### src/sv/kidv_ram.sv
// ----------------------------------------------------------------------------
// kidv_ram: simple dual-port RAM
// One write port, one read port with registered read data.
// ----------------------------------------------------------------------------
module kidv_ram #(
   parameter int WIDTH = 16,
   parameter int DEPTH = 16
) (
   input  logic                                   clock,
   input  logic                                   we,
   input  logic [(DEPTH > 1 ? $clog2(DEPTH) : 1)-1:0] waddr,
   input  logic [WIDTH-1:0]                       wdata,
   input  logic [(DEPTH > 1 ? $clog2(DEPTH) : 1)-1:0] raddr,
   output logic [WIDTH-1:0]                       rdata
);

   logic [WIDTH-1:0] mem_ff [DEPTH];

   // write port
   always_ff @(posedge clock) begin
      if (we) begin
         mem_ff[waddr] <= wdata;
      end
   end

   // registered read port
   always_ff @(posedge clock) begin
      rdata <= mem_ff[raddr];
   end

endmodule

### config.mk
export PLATFORM = sky130hd
export DESIGN_NAME = kidv_ram
export DESIGN_NICKNAME = d
export VERILOG_FILES = /design/src/sv/kidv_ram.sv
export SDC_FILE = /design/constraint.sdc
export NUM_CORES = 1
export LEC_CHECK = 0
export BUFFER_PORTS_ARGS = -buffer_cell sky130_fd_sc_hd__buf_2
export CORE_ASPECT_RATIO = 0.9
export CORE_MARGIN = 4
export CORE_UTILIZATION = 41
export DETAILED_ROUTE_END_ITERATION = 10
export GPL_TIMING_DRIVEN = 0
export PLACE_DENSITY = 0.56
export RECOVER_POWER = 50
export SLEW_MARGIN = 20
export SYNTH_ARGS = -nofsm -noshare
export SYNTH_HDL_FRONTEND = slang
export SYNTH_SLANG_ARGS = --single-unit
### constraint.sdc
create_clock -name clock -period 3.4 [get_ports clock]
set_clock_uncertainty 0.05 [all_clocks]
set_input_delay 0.17 -clock clock [delete_from_list [all_inputs] [get_ports clock]]
set_output_delay 0.17 -clock clock [all_outputs]
set_load 0.005 [all_outputs]
* Yosys cells after proc, flatten, opt, wreduce, memory -nomap -nowiden
Memories as Yosys holds them, arrays and structs flattened. A register that Yosys moved wholly into a read port is not among the register bits.
Cells that the tools add are included.
** Word-level totals
- Register bits :: 0
- RAM bits :: 256
- Input port bits :: 26
- Memories kept :: 1
** Cells by class
- Multiplexer cells :: 2
** Memory list
- mem_ff :: words 16, bits a word 16, read ports 1, clocked after Yosys merged registers in 1, write ports 1, line 17 : logic [WIDTH-1:0] mem_ff [DEPTH];
** Operators with widths (number)
- 1-bit two-way mux :: 2

* Depth between registers and ports, before layout
Gate-level depths: netlist of the first run.
- Depth in word-level cells :: 2
- Mapped depth :: 5

* Worst setup path after synthesis of the first run
No wires, ideal clock.
- Path type :: input to register
- From :: input waddr[2] in the netlist's numbering
- To :: memory mem_ff[0][0] (enable)
- Arrival time :: 1816 ps
- Required time :: 2941 ps
- Setup slack :: 1125 ps
- Cell stages on the path :: 2
- Buffers on the path :: 0
- Cells stage by stage :: or3b_2 -> nor3_1
** RTL lines
- start: declaration :: line 11 : input logic [(DEPTH > 1 ? $clog2(DEPTH) : 1)-1:0] waddr,
- end: declaration :: line 17
No word-level cell before the write port.

==> results of run 1 <==
-- kinds of logic (layout without fill, tap and decap cells) --
| family | after synthesis | after routing | synth area share, % |
|---|---|---|---|
| muxes | 64 | 64 | 14.7 |
| buffers and inverters | 21 | 142 | 1.23 |
| and+or+nand+nor | 43 | 43 | 1.92 |
| DFF | 272 | 272 | 79.7 |
| AOI/OAI and AO/OA | 32 | 32 | 2.39 |
-- state kept, by name, summed over array words and instances (netlist names) --
signal,flops
rdata,16
mem_ff,256
-- stage by stage --
stage                     util [%]  setup TNS, ns  cell area (µm²)  cells  setup WS, ns
after floorplan                  -              0            10000    432          1.12
after CTS                     49.2              0            11900    861          1.81
after global placement        43.9          -4.57            10600    779        -0.226
final                         49.1              0            11900    861          1.79
after detailed placement      45.0              0            10900    796          1.29
after global routing          49.1              0            11900    861          1.79
-- worst register-to-register path, stage by stage, from the launching register on --
cell and delay [ns]:
edfxtp_1 0.39, mux4_2 0.49, a22oi_1 0.28, nand2_1 0.12
-- routing by layer --
layer  track usage, %  vias up  routed length, µm  share of wire [%]
li1                 -     2044                  -                  -
met1             23.5     2503               9830                 48
met2             23.4      126               9120                 45
met3             2.73       38                980                4.8
met4             4.22        0                508                2.5
met5                0        -                  0                  0
-- how the worst max path moves through the flow --
stage,to,slack (ns),startpoint
global route,rdata[9],1.79,raddr[1]
floorplan,mem_ff[0][0],1.12,waddr[2]
global placement,mem_ff[0][2],-0.23,waddr[2]
finish,rdata[9],1.79,raddr[1]
CTS,rdata[9],1.81,raddr[1]
detailed placement,rdata[9],1.29,raddr[1]
-- power groups by stage --
stage / clock network, µW / registers [µW] / logic (µW)
5_1_grt: 3060 / 3770 / 385
2_1_floorplan: 0 / 3840 / 183
3_3_place_gp: 0 / 3830 / 324
4_1_cts: 2900 / 3770 / 363
6_report: 2840 / 3770 / 352
3_5_place_dp: 0 / 3840 / 348
-- placed cells by master (no fill, tap or decap), drive strengths merged, types with 4 or more instances in the layout --
master | Yosys | routed
edfxtp | 256 | 256
buf | 13 | 50
clkinv | 0 | 7
nand2 | 17 | 17
dfxtp | 16 | 16
mux4 | 64 | 64
nor2 | 13 | 13
nor3 | 4 | 4
dlygate4sd3 | 0 | 16
a22oi | 32 | 32
clkbuf | 8 | 68
-- final cells by class --
type | instances | area, µm² | area share [%]
tap | 308 | 385 | 3.25
multi-input combinational | 139 | 1970 | 16.6
sequential | 272 | 8010 | 67.5
timing repair buffer | 72 | 526 | 4.43
buffer | 21 | 124 | 1.04
clock inverter | 8 | 63.8 | 0.538
clock buffer | 41 | 788 | 6.64
==> run metrics, run 1 <==
outcome finished clean; LEAKAGE ~0.0038 µW; hold path cells 2; Slew @ Worst Pin ~0.9 ns; Post-Route WL 20400 µm; vias per cell roughly 5.5; Levels on crit path 5; commonest cells in the netlist edfxtp_1, mux4_2, a22oi_1; critical-path maximum fanout 10; Crit Reg-Reg Startpoint mem_ff[0][9]; Hold Crit Class input port to flop; gr ovfl total 0; synthesized area per cell 23.2 µm²; pin count of the biggest net entering global routing 17; critical path class input port to flop; die width 173 µm; synthesized flop and latch total about 270; switching fraction of total power around a fifth; DIE AREA about 0.027 mm²; Worst Path Required between 3 and 4 ns; CTS Buffer Depth 3; Worst Setup Start Kind input port; CTS tree done; Period Utilization, post-route roughly 47%; hold buffers post-CTS 16; area grow syn2layout 18.2%; DRT antenna net count 0; CP max stage delay a little over 0.7 ns; number of max-cap violations 0; HP Start waddr[0]; Final min period 1.61 ns; # port buffers 39; TritonCTS buffer count 27; final setup fails 0; fillcell total roughly 2000; fmax ~0.62 GHz; vias in the first global route 4851; nets 559; number of remaining DRC errors 0; GP Congestion ~0.7; count leader, synth edfxtp_1; clock-pin slew on the worst setup and hold paths ~0.06 ns; # diodes 0; DR vias around 4700; max_slew headroom between 40% and 50%; Register-to-Register Path Depth 3; Crit path buffers/inverters 2; max-slew violation count 0; Initial Util between 40% and 50%; Post-Syn Instances 432; cell taking the most area after synthesis edfxtp_1; clock share of power ~40%; distinct cell type count after synthesis 19; # rows 54; sequential share of the synthesized area approximately four fifths; Worst R2R Setup Slack roughly 2 ns; prevailing post-synth register cell edfxtp_1; synth warn 0; Internal between 5000 and 6000 µW; post-CTS sizing 0; Tot Pwr just under 7000 µW; clock root cell clkbuf_16; WL/cell 23.7 µm; delay-heaviest family, CP buffers and inverters; combinational share of power roughly 5.1%; postcts setup bufs 0; dpl hpwl 13500 µm; first-pass iteration count of the detailed router 5; slowest cell on the critical path buf_1; top-area cell type share of the netlist area between 70% and 80%; Syn Nets ~460; switching power 1390 µW; worst-case vdd ir drop around 0.49 mV; Hold Path End mem_ff[0][10]; Synth async-reset ratio 0%; latest clock arrival within the worst-skew pair roughly 0.52 ns; RSZ-0062 raised after global routing no; Critical Path AT between 1.5 and 2 ns; top cells by area, synth edfxtp_1, mux4_2, dfxtp_1; CTS H-tree lvls 1; die height approximately 160 µm; Iter 0 DRT Violations about 310; Core Footprint ~0.024 mm²; crit end category flop; CP Cell Sequence buf_2 -> buf_1 -> mux4_2 -> a22oi_1 -> nand2_1; sequential share of power a little over half; synthesized cell area approximately 0.010 mm²; Fin. Hold Viols 0; final hold slack ~0.046 ns; PD cells between 500 and 600 mW/mm²; Post-synth EDFFs approximately 260; initial antenna violation count 0; reg2reg end rdata[9]; total clock sinks ~270; Total Routing Usage GR about 15%; first-pass GRT wire length roughly 31000 µm; I/O Pins 42; layout cell share with drive strength beyond 1 28.4%
No activity file was read; power rests on OpenSTA's default activity.
==> run 2, diff against run 1 <==
Clock period 3.4 ns to 1.7 ns, I/O delays scaled along.
==> run 2 against run 1 <==
Compared with the run above:
- die area did not move
- total power is 99% higher
- sequential share of layout area is 0.11 points higher
- critical path depth is the same
- utilization fell by 0.083 points
- first-iteration DRC count grew 11%
- largest power group unchanged
- via count up 0.55%
- clock power up 97%
- non-clock buffer count decreased by 6
- wire length increased by 2.8%
==> run metrics, run 2 (synthesis gave the netlist of run 1 again) <==
PD cells 1170 mW/mm² (+99%); switching power 2820 µW (+100%); hold buffers post-CTS 16 (unchanged); Core Footprint 0.0242 mm² (unchanged); critical path class input port to flop; Internal 11000 µW (+98%); gr ovfl total 0 (unchanged); delay-heaviest family, CP buffers and inverters; clock share of power 40.4% (-0.4 points); post-CTS sizing 0 (unchanged); nets 553 (-1.1%); CTS tree done; Worst Path Required 2.06 ns (-1.69 ns); fillcell total 1991 (+1.1%); die height 156 µm (unchanged); HP Start raddr[0]; CTS Buffer Depth 3 (unchanged); CP Cell Sequence buf_2 -> buf_1 -> mux4_2 -> a22oi_1 -> nand2_1; first-pass iteration count of the detailed router 4 (-1); LEAKAGE 0.00380 µW (-0.75%); hold path cells 4 (+2); DRT antenna net count 0 (unchanged); I/O Pins 42 (unchanged); combinational share of power 5.2% (about the same); clock root cell clkbuf_16; Reg with most FFs mem_ff; Crit Reg-Reg Startpoint mem_ff[3][12]; clock-pin slew on the worst setup and hold paths 0.06 ns (about the same); DR vias 4737 (+0.55%); layout cell share with drive strength beyond 1 27.4% (-0.97 points); max-slew violation count 0 (unchanged); most frequent cells in the layout edfxtp_1, mux4_2, clkbuf_1; # rows 54 (unchanged); DIE AREA 0.0271 mm² (unchanged); Register-to-Register Path Depth 3 (unchanged); # diodes 0 (unchanged); final setup fails 0 (unchanged); Hold Path End rdata[2]; total clock sinks 272 (unchanged); TritonCTS buffer count 27 (unchanged); Total Routing Usage GR 15.8% (+0.32 points); Fin. Hold Viols 0 (unchanged); vias per cell 5.54 (+1.3%); reg2reg end rdata[12]; multi-input logic area 0.00200 mm² (+1.5%); worst-case vdd ir drop 0.724 mV (+48%); first-pass GRT wire length 31600 µm (+1.4%); Worst R2R Setup Slack 0.31 ns (-1.64 ns); crit end category flop; Hold Crit Class input port to flop; sequential share of power 54.4% (+0.3 points); die width 173 µm (unchanged); fin cells 855 (-0.70%); dpl hpwl 13200 µm (-2.4%); Slew @ Worst Pin 0.914 ns (+0.0194 ns); Initial Util 41.5% (unchanged); DP Cell Count 789 (-0.88%); RSZ-0062 raised after global routing no; GP Congestion 0.716 (+2.0%); Critical Path AT 1.80 ns (-0.16 ns); number of max-cap violations 0 (unchanged); Setup WS pre-CTS -0.472 ns (-1.76 ns); biggest regs mem_ff x256, rdata x16; post-route worst setup slack 0.258 ns (-1.53 ns); latest clock arrival within the worst-skew pair 0.53 ns (about the same); Period Utilization, post-route between 80% and 90%; # port buffers 39 (unchanged); Largest register FFs 256 (unchanged); final hold slack 0.0624 ns (+0.0165 ns); CTS H-tree lvls 1 (unchanged); vias in the first global route 4889 (+0.78%); initial antenna violation count 0 (unchanged); CP max stage delay 0.69 ns (-0.02 ns); switching fraction of total power 20.4% (+0.39 points); postcts setup bufs 0 (unchanged); pin count of the biggest net entering global routing 17 (unchanged); Crit path buffers/inverters 2 (unchanged); Iter 0 DRT Violations 340 (+11%); number of remaining DRC errors 0 (unchanged); sequential cell area 0.00801 mm² (unchanged); Worst Setup Start Kind input port; WL/cell 24.6 µm (+3.5%); slowest cell on the critical path buf_1; Final min period between 1 and 1.5 ns; Post-Route WL 21000 µm (+2.8%); fmax roughly 0.7 GHz; most common cell after layout, fill and taps aside edfxtp_1; critical-path maximum fanout 10 (unchanged); max_slew headroom 38.9% (-1.5 points); area grow syn2layout 18.0%; outcome finished clean
-- run 2: cell count changes in the layout (fill, tap and decap cells not counted), moves of 3 or more --
cell	previous run	this run
buf_4	8	3
clkbuf_8	6	3
nor2_2	9	5
nor3_4	0	3
-- run 2: cell type report --
| type | count | share of cell area [%] |
|---|---|---|
| multi-input combinational | 139 | 16.9 |
| clock buffer | 38 | 6.31 |
| clock inverter | 11 | 0.697 |
| tap | 308 | 3.25 |
| buffer | 21 | 1.05 |
| timing repair buffer | 66 | 4.21 |
| sequential | 272 | 67.6 |
-- run 2: worst max-delay path by stage --
stage	start	slack [ns]	cells past startpoint	endpoint
after floorplan	waddr[2]	-0.07	2	mem_ff[1][0]
after global placement	waddr[2]	-0.99	3	mem_ff[1][1]
after detailed placement	waddr[2]	-0.47	3	mem_ff[0][1]
after CTS	waddr[2]	0.08	3	mem_ff[0][3]
after global routing	raddr[1]	0.17	5	rdata[4]
final	raddr[1]	0.26	5	rdata[8]
-- run 2: per-layer routing --
layer | wire, µm | global-route usage, % | vias to the layer above
li1 | - | - | 2037
met1 | 9910 | 23.5 | 2550
met2 | 9810 | 25.1 | 113
met3 | 847 | 2.44 | 37
met4 | 449 | 3.50 | 0
met5 | 0 | 0 | -
-- run 2: power groups by stage --
stage	logic [µW]	clock network (µW)	registers (µW)
6_report	714	5590	7530
5_1_grt	782	5950	7540
3_3_place_gp	660	0	7670
4_1_cts	739	5700	7530
2_1_floorplan	367	0	7670
3_5_place_dp	709	0	7670
-- run 2: worst min-delay path: stages --
cell	delay, ns
buf_6	0.15
mux4_2	0.23
a22oi_1	0.08
nand2_1	0.06
-- run 2: stage by stage --
step / total power [µW] / cell area (µm²) / TNS (ns) / util (%)
floorplan: 8040 / 10100 / -3.36 / -
global placement: 8330 / 10700 / -180.59 / 44.0
detailed placement: 8380 / 10900 / -22.75 / 45.0
CTS: 14000 / 11900 / 0 / 49.0
global route: 14300 / 11800 / 0 / 49.0
finish: 13800 / 11800 / 0 / 49.0
==> run 3, diff against run 2 <==
Clock period 1.7 ns to 1.4 ns, I/O delays scaled along.
==> run 3 against run 2 <==
Compared with the run above:
- sequential power rose by 22%
- global-route usage fell by 0.18 points
- worst hold slack got worse by 0.015 ns
==> run metrics, run 3 (synthesis gave the netlist of run 1 again) <==
# diodes 0 (unchanged); max-slew violation count 0 (unchanged); Largest register FFs 256 (unchanged); critical path class flop to flop; clock-pin slew on the worst setup and hold paths 0.06 ns (about the same); CTS Buffer Depth 3 (unchanged); Initial Util 41.5% (unchanged); PD cells 1440 mW/mm² (+23%); combinational share of power 5.2% (about the same); nets 552 (-0.18%); Core Footprint 0.0242 mm² (unchanged); CP max stage delay 0.49 ns (-0.20 ns); DRT antenna net count 0 (unchanged); die height 156 µm (unchanged); Reg with most FFs mem_ff; outcome finished clean; biggest regs mem_ff x256, rdata x16; slowest cell on the critical path mux4_2; Post-Route WL 20700 µm (-1.4%); initial antenna violation count 0 (unchanged); Final min period 1.35 ns; DIE AREA 0.0271 mm² (unchanged); Iter 0 DRT Violations 285 (-16%); Area after DPL 0.0108 mm² (-0.53%); GP Congestion 0.713 (-0.38%); fin util 49.5% (+0.52 points); CTS H-tree lvls 1 (unchanged); Worst Path Required 1.78 ns (-0.28 ns); vias in the first global route 5073 (+3.8%); max_slew headroom 41.1% (+2.3 points); CTS tree done; worst-case vdd ir drop 1.10 mV (+52%); WL/cell 24.2 µm (-1.3%); Fin. Hold Viols 0 (unchanged); most common cell after layout, fill and taps aside edfxtp_1; setup TNS 0 ns (unchanged); latest clock arrival within the worst-skew pair 0.55 ns (+0.02 ns); TritonCTS buffer count 28 (+3.7%); final instance area 0.0120 mm² (+1.1%); pin count of the biggest net entering global routing 17 (unchanged); crit end category flop; die width 173 µm (unchanged); Slew @ Worst Pin 0.883 ns (-0.0308 ns); final setup fails 0 (unchanged); switching power 3520 µW (+25%); Internal 13700 µW (+24%); gr ovfl total 0 (unchanged); DR vias 4687 (-1.1%); number of max-cap violations 0 (unchanged); Worst Setup Start Kind flop; first-pass iteration count of the detailed router 4 (unchanged); vias per cell 5.49 (-0.94%); sequential share of power 53.1% (-1.3 points); clock share of power 41.7% (+1.3 points); first-pass GRT wire length 31600 µm (+0.13%); LEAKAGE 0.00385 µW (+1.1%); critical-path maximum fanout 1 (-9); clock root cell clkbuf_16; Period Utilization, post-route between 90% and 100%; most frequent cells in the layout edfxtp_1, mux4_2, clkbuf_1; CP Cell Sequence mux4_2 -> a22oi_2 -> nand2_1; I/O Pins 42 (unchanged); # port buffers 39 (unchanged); total clock sinks 272 (unchanged); dpl hpwl 12700 µm (-3.6%); fillcell total 1975 (-0.80%); number of remaining DRC errors 0 (unchanged); # rows 54 (unchanged); Hold Crit Class input port to flop; fmax ~0.74 GHz; layout cell share with drive strength beyond 1 31.3% (+3.9 points); Total Routing Usage GR 15.6% (-0.18 points); Critical Path AT 1.73 ns (-0.07 ns); Tot Pwr 17200 µW (+24%); area grow syn2layout 19.2%; RSZ-0062 raised after global routing yes; switching fraction of total power 20.5% (+0.053 points)
-- run 3: changes by cell type in the layout (fill, tap and decap cells not counted), moves of 2 or more --
cell,previous run,this run
a22oi_2,0,12
nor2_1,3,1
clkinv_8,0,2
buf_1,3,0
clkbuf_1,33,29
buf_8,11,7
a22oi_1,32,20
nor2_4,5,8
clkbuf_2,0,5
-- run 3: per-layer routing --
layer | up-vias | global-route usage (%) | share of wire (%)
li1 | 2034 | - | -
met1 | 2501 | 23.2 | 47
met2 | 110 | 24.5 | 46
met3 | 42 | 2.54 | 4.5
met4 | 0 | 4.03 | 2.7
met5 | - | 0 | 0
-- run 3: final timing paths --
path	from	cells past startpoint	slack (ns)	endpoint
max reg2reg	mem_ff[0][8]	3	0.05	rdata[8]
max	mem_ff[0][8]	3	0.05	rdata[8]
min reg2reg	mem_ff[12][13]	3	0.62	rdata[13]
min	waddr[1]	2	0.05	mem_ff[4][11]
-- run 3: timing repair --
item                                   4_1_cts  5_1_grt
pin swaps                                    1        4
gates resized for setup                      4       19
hold buffers                                16        0
endpoints found under the hold margin      256        0
setup endpoints to repair                   72       21
setup buffers                                1        1
-- run 3: critical path, delay by kind of cell, from the launching register on --
| kind | cells | cell delay (ns) |
|---|---|---|
| AO/OA/AOI/OAI | 1 | 0.24 |
| flip-flops | 1 | 0.36 |
| multiplexers | 1 | 0.49 |
| AND/OR/NAND/NOR | 1 | 0.10 |
-- run 3: layout make-up --
| class | instances | area (µm²) | share of cell area [%] |
|---|---|---|---|
| Buffer | 21 | 130 | 1.09 |
| Clock buffer | 37 | 764 | 6.39 |
| Sequential cell | 272 | 8010 | 66.9 |
| Timing Repair Buffer | 64 | 464 | 3.88 |
| Tap cell | 308 | 385 | 3.22 |
| Multi-Input combinational cell | 139 | 2090 | 17.4 |
| Clock inverter | 13 | 134 | 1.12 |
-- run 3: power by group through the flow --
stage,registers (µW),clock network (µW),logic [µW]
CTS,9150,7330,888
global route,9160,7680,974
finish,9150,7180,892
global placement,9310,0,796
floorplan,9320,0,450
detailed placement,9320,0,842
-- run 3: per-stage QoR --
stage,std cells,hold slack [ns],setup WS [ns]
global placement,779,0.386,-1.17
CTS,853,0.0287,-0.0705
detailed placement,786,0.393,-0.638
finish,854,0.0478,0.0499
floorplan,432,0.119,-0.241
global route,854,0.0586,-0.00913
